--- src/sv/cfhd_pkg.sv ---
`default_nettype none
package cfhd_pkg;

  localparam int MAX_BINS_DEF    = 256;
  localparam int COUNT_WIDTH_DEF = 24;
  localparam int CFG_W           = 9;
  localparam int PIX_W           = 8;
  localparam int FIDX_W          = 32;
  localparam int DIFF_W          = 40;
  localparam logic [CFG_W-1:0] BINS_RESET = 9'd50;

  typedef enum logic [2:0] {
    ST_CLR,
    ST_IDLE,
    ST_PRD,
    ST_PWR,
    ST_WALK,
    ST_DIV,
    ST_OUT
  } cfhd_state_t;

  typedef struct packed {
    logic clr;
    logic cap;
    logic pwr;
    logic walk;
    logic wend;
    logic step;
    logic emit;
    logic cnt_rst;
  } cfhd_cmd_t;

  typedef struct packed {
    logic cnt_last;
    logic cnt_end;
    logic fe;
    logic have_prev;
    logic div_last;
  } cfhd_sts_t;

endpackage
`default_nettype wire

--- src/sv/cfhd_ctrl.sv ---
`default_nettype none
module cfhd_ctrl
  import cfhd_pkg::*;
(
  input  wire logic      clk,
  input  wire logic      rst_n,
  input  wire logic      start,
  output logic           busy,
  input  wire cfhd_sts_t sts,
  output cfhd_cmd_t      cmd
);

  cfhd_state_t state_r, state_nxt;

  always_ff @(posedge clk) begin
    if (!rst_n) begin
      state_r <= ST_CLR;
    end else begin
      state_r <= state_nxt;
    end
  end

  always_comb begin
    state_nxt = state_r;
    cmd       = '0;
    busy      = 1'b1;
    unique case (state_r)
      ST_CLR: begin
        cmd.clr = 1'b1;
        if (sts.cnt_last) begin
          cmd.cnt_rst = 1'b1;
          state_nxt   = ST_IDLE;
        end
      end
      ST_IDLE: begin
        busy = 1'b0;
        if (start) begin
          cmd.cap   = 1'b1;
          state_nxt = ST_PRD;
        end
      end
      ST_PRD: begin
        state_nxt = ST_PWR;
      end
      ST_PWR: begin
        cmd.pwr   = 1'b1;
        state_nxt = sts.fe ? ST_WALK : ST_IDLE;
      end
      ST_WALK: begin
        cmd.walk = 1'b1;
        if (sts.cnt_end) begin
          cmd.wend    = 1'b1;
          cmd.cnt_rst = 1'b1;
          state_nxt   = sts.have_prev ? ST_DIV : ST_IDLE;
        end
      end
      ST_DIV: begin
        cmd.step = 1'b1;
        if (sts.div_last) begin
          state_nxt = ST_OUT;
        end
      end
      ST_OUT: begin
        cmd.emit  = 1'b1;
        state_nxt = ST_IDLE;
      end
      default: begin
        state_nxt = ST_IDLE;
      end
    endcase
  end

endmodule
`default_nettype wire

--- config.mk ---
export PLATFORM = sky130hd
export DESIGN_NAME = cfhd_ctrl
export DESIGN_NICKNAME = d
export VERILOG_FILES = /design/src/sv/cfhd_pkg.sv /design/src/sv/cfhd_ctrl.sv
export SDC_FILE = /design/constraint.sdc
export NUM_CORES = 1
export LEC_CHECK = 0
export ABC_AREA = 1
export BUFFER_PORTS_ARGS = -buffer_cell sky130_fd_sc_hd__buf_2
export CELL_PAD_IN_SITES_DETAIL_PLACEMENT = 2
export CELL_PAD_IN_SITES_GLOBAL_PLACEMENT = 2
export CORE_UTILIZATION = 16
export DETAILED_ROUTE_END_ITERATION = 16
export PLACE_DENSITY = 0.72
export SYNTH_ARGS = -nofsm -noshare
export SYNTH_HDL_FRONTEND = slang
export SYNTH_SLANG_ARGS = --single-unit
--- constraint.sdc ---
create_clock -name clk -period 1.15 [get_ports clk]
set_clock_uncertainty 0.05 [all_clocks]
set_input_delay 0.1725 -clock clk [delete_from_list [all_inputs] [get_ports clk]]
set_output_delay 0.1725 -clock clk [all_outputs]
set_load 0.1 [all_outputs]
Word-level counts from Yosys, hierarchy flattened
Index checks and enable logic that the tools add are counted.
Operators by class
  eq/ne operators: 10
  muxes and demuxes: 18
  reduce and logical (&&, ||, !) cells: 2
Operator list (count)
  2-to-1 mux 3 bit: 6
  one-hot mux 3 bit (6 select lines): 1
  == test 3 bit (second input constant): 3
  2-to-1 mux 1 bit: 9
  != test 2 bit (second input constant): 4
  == test 3 x 2 -> 1 bit (second input constant): 2
  AND reduction 4 bit: 1
  == test 3 x 1 -> 1 bit (second input constant): 1
  zero test 3 bit: 1
  2-to-1 mux 2 bit: 1
  one-hot mux 1 bit (2 select lines): 1
Word-level totals
  register bits after elaboration: 3
  bits of input ports: 8
  output and inout bits: 9
  word-level logic and storage cells: 31

Depth between registers and ports, before layout
Gate-level depths: netlist of run 1.
  word-level depth: 3
  gate-level depth with buffers: 7
  mapped depth without buffers: 7

Worst setup path after synthesis of run 1
OpenSTA, ideal clock, no wires.
  path kind: reg2out
  from: register state_r[1]
  to: output cmd[0] in the netlist's numbering
  arrival time: 3.410 ns
  required time: 0.928 ns
  slack: -2.482 ns
  cell stages (with the launch flop): 5
  buffers on the path: 1
  cells stage by stage: dfxtp_1 -> buf_2 -> nor3_2 -> inv_1 -> o22ai_1
RTL lines
  from (decl): line cfhd_ctrl.sv:13  | cfhd_state_t state_r, state_nxt;
  from (signal assigned): line cfhd_ctrl.sv:19  | state_r <= state_nxt;
  to (decl): line cfhd_ctrl.sv:10  | output cfhd_cmd_t cmd

==> flow_summary.yaml, run 1 <==
layout:
  final_net_count: 92
  finalInstanceArea_um2: 777.0
  syn2layout_area_growth_pct: 170.0
  largest_register_ffs: 3
  nFillCells: 171
  drive_gt1_frac: 0.6506
  antenna_cells: 0
  reg_top3: "state_r x3"
  top_register: "state_r"
synth:
  syn_area_per_cell_um2: 5.756
  synth_cell_types: 17
  yosys_warnings: 0
  synthesis.nets: 58
  synth-seq-cells: 3
  synthTopCellsByArea: "dfxtp_1, inv_1, nand2_1"
  synth_area_um2: 287.8
  postSynthCellCount: 50
  synth_top_area_cell: "dfxtp_1"
  synthMuxAreaShare: 0
  ys_seq_area_frac: 0.2087
  synth_xor_area_frac: 0
  synthAdderAreaFrac: 0
  synth-compound-area-share: 0.09130
  synth-simple-area-share: 0.5391
  synth_top_family_by_area: "simple AND/OR/NAND/NOR gates"
  synth_top_cell_area_share: 0.2087
timing:
  fin_ws_ps: -349.6
  tightest_slew_ps: 204.5
  max_freq_ghz: 0.6668
  slew_headroom: 0.8635
  rsz0062_at_grt: "yes"
  drv_slew: 0
  period_share: 1.304
  setup_violations: 12
  hold_viol: 0
  post-route-min-period_ps: 1500
power_and_ir_drop:
  powerDensity_nw_per_um2: 3301
  seqPwrFrac: 0.090
  clkPwrFrac: 0.073
  p_leak_nw: 0.3625
  switchingPower_mw: 1.444
  comb_power_share: 0.837
  power_mw: 2.564
  p_int_mw: 1.121
  ir_drop_mv: 1.805
  swShare: 0.5629
grt:
  grt_max_degree: 7
  overflow: 0
  antenna_found_initial: 0
  grt_pass1_wl_um: 2421
  grt_pass1_vias: 498
  grtUsageTotal: 0.1746
clocking:
  root_buffer: "clkbuf_4"
  clk_pin_slew_ps: 40
  cts_max_level: 1
  cts_sinks: 3
  cts_made_buffers: 3
  clk_latency_ps: 230
  cts_max_path_buffers: 2
  cts_tree: "built"
job:
  drv_cap: 0
worst_hold_path:
  hold_path_depth: 3
  min_path_type: "input port to flop"
  holdPathEnd: "state_r[0]"
  hp-start: "rst_n"
drt:
  firstDrtPassIters: 4
  dr_wl_met2_um: 925
  routed_wirelength_um: 1560
  drc: 0
  antenna_left: 0
  wl_per_cell_um: 14.58
  top_layer: "met4"
  wl_met1_um: 591
  wl_met3_um: 39
  via_per_inst: 4.252
  drt_first_iter_violations: 1
  vias: 455
critical_path:
  worst_setup_path_end_kind: "output port"
  crit_chain: "buf_6 -> nor2_4 -> nand2_4 -> nor2_4 -> buf_12"
  cp_top_family: "simple AND/OR/NAND/NOR gates"
  cp-start-kind: "flop"
  arrival_ps: 1280
  r2r_cells: 8
  cp.buffers_inverters: 2
  timing.rr.start: "state_r[1]"
  cp_data_required_time_ps: 930
  worstPathMaxFanout: 5
  slowest_stage: "dfxtp_4"
  r2r_end: "state_r[1]"
  critical_path.max_stage_delay_ps: 350
  cp_common_cell: "nor2_4"
  path_class: "flop to output port"
  worst-r2r-setup-slack_ps: -270
die:
  die_h_um: 44.41
  dieArea_um2: 1972
  die_w_um: 44.41
  pin_count: 17
  start_util: 0.1805
  coreArea_um2: 1594
  row_count: 14
status:
  violations: "setup timing"
  status: "finished, violations left"
placed_design:
  placed_area_um2: 635.6
  gp_congestion: 0.7131
  dp_hpwl_um: 1020
  io_buffers: 16
## cells in the final DEF, fill, tap and decap left out
cell type	Yosys	routed
and3_1	1	1
buf_12	0	9
buf_2	1	7
buf_4	0	10
buf_6	0	4
clkbuf_1	0	1
clkbuf_4	0	3
clkinvlp_4	0	2
dfxtp_4	0	3
inv_1	9	6
inv_2	2	2
inv_4	0	1
nand2_1	9	6
nand2_2	1	2
nand2_4	0	2
nand3_1	4	4
nand3_4	0	1
nand4_1	3	3
nor2_1	9	5
nor2_2	0	1
nor2_4	1	4
nor3_4	0	2
o21ai_0	1	1
o21bai_1	2	2
o22ai_4	0	1
## how the worst max path moves through the flow
stage	startpoint	to	cells after the start
floorplan	state_r[2]	cmd[0]	4
global placement	state_r[1]	cmd[0]	5
detailed placement	state_r[0]	cmd[0]	4
CTS	state_r[1]	cmd[0]	5
global route	state_r[1]	cmd[0]	5
finish	state_r[1]	cmd[6]	5
## repair_timing
action                     in CTS  in global routing
hold buffers                    0                  0
resized for setup              13                  5
setup endpoints to repair      12                 12
setup buffers                   5                  3
pin swaps                       7                  5
cloned                          0                  0
## cell usage after synthesis, drive strengths merged
| cell type | n |
|---|---|
| and3 | 1 |
| buf | 1 |
| dfxtp | 3 |
| inv | 11 |
| nand2 | 10 |
| nand3 | 5 |
| nand4 | 3 |
| nor2 | 10 |
| nor3 | 2 |
| o21ai | 1 |
| o21bai | 2 |
| o22ai | 1 |
## worst reg2reg max path, cell delays in order, from the launching register on
cell     delay (ps)
dfxtp_4         350
buf_6           130
nor2_4          180
buf_4           140
buf_4           110
nand3_4          70
nand2_2          90
nor2_1           40
and3_1          130
## final cells by class
class | instances | area, µm² | area share
timing repair buffer | 30 | 335.3 | 0.4316
multi-input combinational | 35 | 262.8 | 0.3382
sequential | 3 | 71.32 | 0.09179
inverter | 11 | 51.30 | 0.06602
tap | 24 | 30.03 | 0.03865
clock buffer | 4 | 26.28 | 0.03382
## cell families after synthesis
kind of cell	count (synthesis)
simple gates	31
buf+inv	12
compound gates	4
flops	3
## power groups by stage
stage | logic, mW | registers, mW | clock network (mW)
2_1_floorplan | 1.18 | 0.206 | 0
3_3_place_gp | 1.81 | 0.210 | 0
3_5_place_dp | 1.85 | 0.212 | 0
4_1_cts | 2.04 | 0.224 | 0.193
5_1_grt | 2.23 | 0.237 | 0.207
6_report | 2.15 | 0.231 | 0.187
## metal layers
| metal | global-route usage | vias to the layer above |
|---|---|---|
| met5 | 0 | - |
| met4 | 0.07273 | 0 |
| met3 | 0.02449 | 2 |
| met2 | 0.3088 | 12 |
| met1 | 0.2094 | 216 |
| li1 | - | 225 |
## stage by stage
| stage | instances | setup TNS [ps] | worst slack, ps | hold WS [ps] | utilization |
|---|---|---|---|---|---|
| 2_1_floorplan | 50 | -6160 | -1108 | 220.1 | - |
| 3_3_place_gp | 96 | -663.7 | -141.0 | 346.8 | 0.3987 |
| 3_5_place_dp | 96 | -909.2 | -203.5 | 367.4 | 0.3987 |
| 4_1_cts | 105 | -2706 | -332.3 | 121.0 | 0.4655 |
| 5_1_grt | 107 | -3860 | -396.1 | 142.3 | 0.4874 |
| 6_report | 107 | -3341 | -349.6 | 118.3 | 0.4874 |
No activity file was read; power rests on OpenSTA's default activity.
==> inputs of run 2 (changes only) <==
Settings changed: BUFFER_PORTS_ARGS -buffer_cell sky130_fd_sc_hd__buf_2 to -buffer_cell sky130_fd_sc_hd__clkbuf_2.
==> flow_summary.yaml, run 2 (synthesized netlist as in run 1, its figures left out) <==
status:
  status: "finished, violations left"
  violations: "setup timing"
placed_design:
  pre_cts_ws_ps: -178.6
  io_buffers: 16
  gp_congestion: 0.7368
  placed_area_um2: 635.6
  dp_hpwl_um: 978.8
power_and_ir_drop:
  seqPwrFrac: 0.091
  p_int_mw: 1.187
  comb_power_share: 0.833
  p_leak_nw: 0.3913
  clkPwrFrac: 0.076
  swShare: 0.5659
  switchingPower_mw: 1.548
  ir_drop_mv: 2.517
  powerDensity_nw_per_um2: 3298
layout:
  drive_gt1_frac: 0.7209
  nFillCells: 165
  layout_common_cells: "buf_4, buf_12, clkbuf_2, buf_6"
  finalInstanceArea_um2: 829.5
  seq_area_um2: 71.32
  final_net_count: 95
  reg_top3: "state_r x3"
  final_common_cell: "buf_4"
  fin_util: 0.5204
  largest_register_ffs: 3
  multi_input_area_um2: 280.3
  antenna_cells: 0
  top_register: "state_r"
  syn2layout_area_growth_pct: 188.3
die:
  dieArea_um2: 1972
  die_h_um: 44.41
  row_count: 14
  coreArea_um2: 1594
  start_util: 0.1805
  die_w_um: 44.41
  pin_count: 17
timing:
  period_share: 1.325
  hold_viol: 0
  slew_headroom: 0.8406
  max_freq_ghz: 0.6565
  setup_violations: 12
  drv_slew: 0
  fin_ws_ps: -373.3
  tightest_slew_ps: 238.4
  rsz0062_at_grt: "yes"
  fin_tns_setup_ps: -3651
  post-route-min-period_ps: 1523
drt:
  drt_first_iter_violations: 12
  dr_wl_met2_um: 987
  wl_met3_um: 39
  antenna_left: 0
  wl_met1_um: 869
  drc: 0
  top_layer: "met4"
  wl_per_cell_um: 17.33
  vias: 481
  via_per_inst: 4.373
  firstDrtPassIters: 4
  routed_wirelength_um: 1906
critical_path:
  crit_chain: "nor2_2 -> nand2_2 -> o22ai_4 -> buf_12"
  arrival_ps: 1300
  worst_setup_path_end_kind: "output port"
  slowest_stage: "dfxtp_4"
  critical_path.max_stage_delay_ps: 380
  path_class: "flop to output port"
  cp_top_family: "flip-flops"
  worstPathMaxFanout: 6
  cp_data_required_time_ps: 930
  cp.buffers_inverters: 1
  cp-start-kind: "flop"
grt:
  overflow: 0
  antenna_found_initial: 0
  grtUsageTotal: 0.1856
  grt_max_degree: 8
  grt_pass1_wl_um: 2511
  grt_pass1_vias: 517
job:
  drv_cap: 0
clocking:
  clk_pin_slew_ps: 50
  clk_latency_ps: 250
  cts_sinks: 3
  cts_max_path_buffers: 2
  cts_made_buffers: 3
  root_buffer: "clkbuf_4"
  cts_tree: "built"
  cts_max_level: 1
worst_hold_path:
  min_path_type: "input port to flop"
-- run 2: path summary, 6_finish.rpt --
| kind | from | endpoint | slack [ps] | cells after the start |
|---|---|---|---|---|
| setup / recovery | state_r[0] | cmd[0] | -370 | 4 |
| hold / removal | rst_n | state_r[0] | 120 | 3 |
| setup reg to reg | state_r[1] | state_r[0] | -260 | 8 |
| hold reg to reg | state_r[2] | state_r[2] | 720 | 4 |
-- run 2: timing repair --
item / in CTS / in global routing
setup buffers: 7 / 5
pin swaps: 7 / 8
setup endpoints to repair: 12 / 12
hold buffers: 0 / 0
resized for setup: 20 / 8
-- run 2: layout make-up --
| class | instances | area share |
|---|---|---|
| Timing Repair Buffer | 33 | 0.4404 |
| Multi-Input combinational cell | 35 | 0.3379 |
| Sequential cell | 3 | 0.08597 |
| Inverter | 11 | 0.06787 |
| Tap cell | 24 | 0.03620 |
| Clock buffer | 4 | 0.03167 |
-- run 2: worst reg2reg max path, delay by kind of cell (launching register included) --
| kind | cells | cell delay, ps |
|---|---|---|
| simple gates | 3 | 460 |
| buf+inv | 4 | 390 |
| flops | 1 | 350 |
| compound gates | 1 | 120 |
-- run 2: power by group through the flow --
stage | combinational (mW) | sequential (mW) | clock [mW]
6_report | 2.28 | 0.249 | 0.209
3_3_place_gp | 1.80 | 0.214 | 0
3_5_place_dp | 1.83 | 0.221 | 0
4_1_cts | 2.06 | 0.237 | 0.204
5_1_grt | 2.37 | 0.255 | 0.229
2_1_floorplan | 1.18 | 0.206 | 0
-- run 2: through the flow --
stage | hold slack (ps) | instances | power, mW
2_1_floorplan | 220.1 | 50 | 1.389
3_3_place_gp | 346.9 | 96 | 2.013
3_5_place_dp | 363.2 | 96 | 2.048
4_1_cts | 112.9 | 106 | 2.498
5_1_grt | 108.9 | 110 | 2.856
6_report | 115.2 | 110 | 2.736
-- run 2: per-layer routing --
layer,vias up,GRT usage
met1,240,0.2315
li1,228,-
met5,-,0
met2,11,0.3029
met4,0,0.07273
met3,2,0.04898
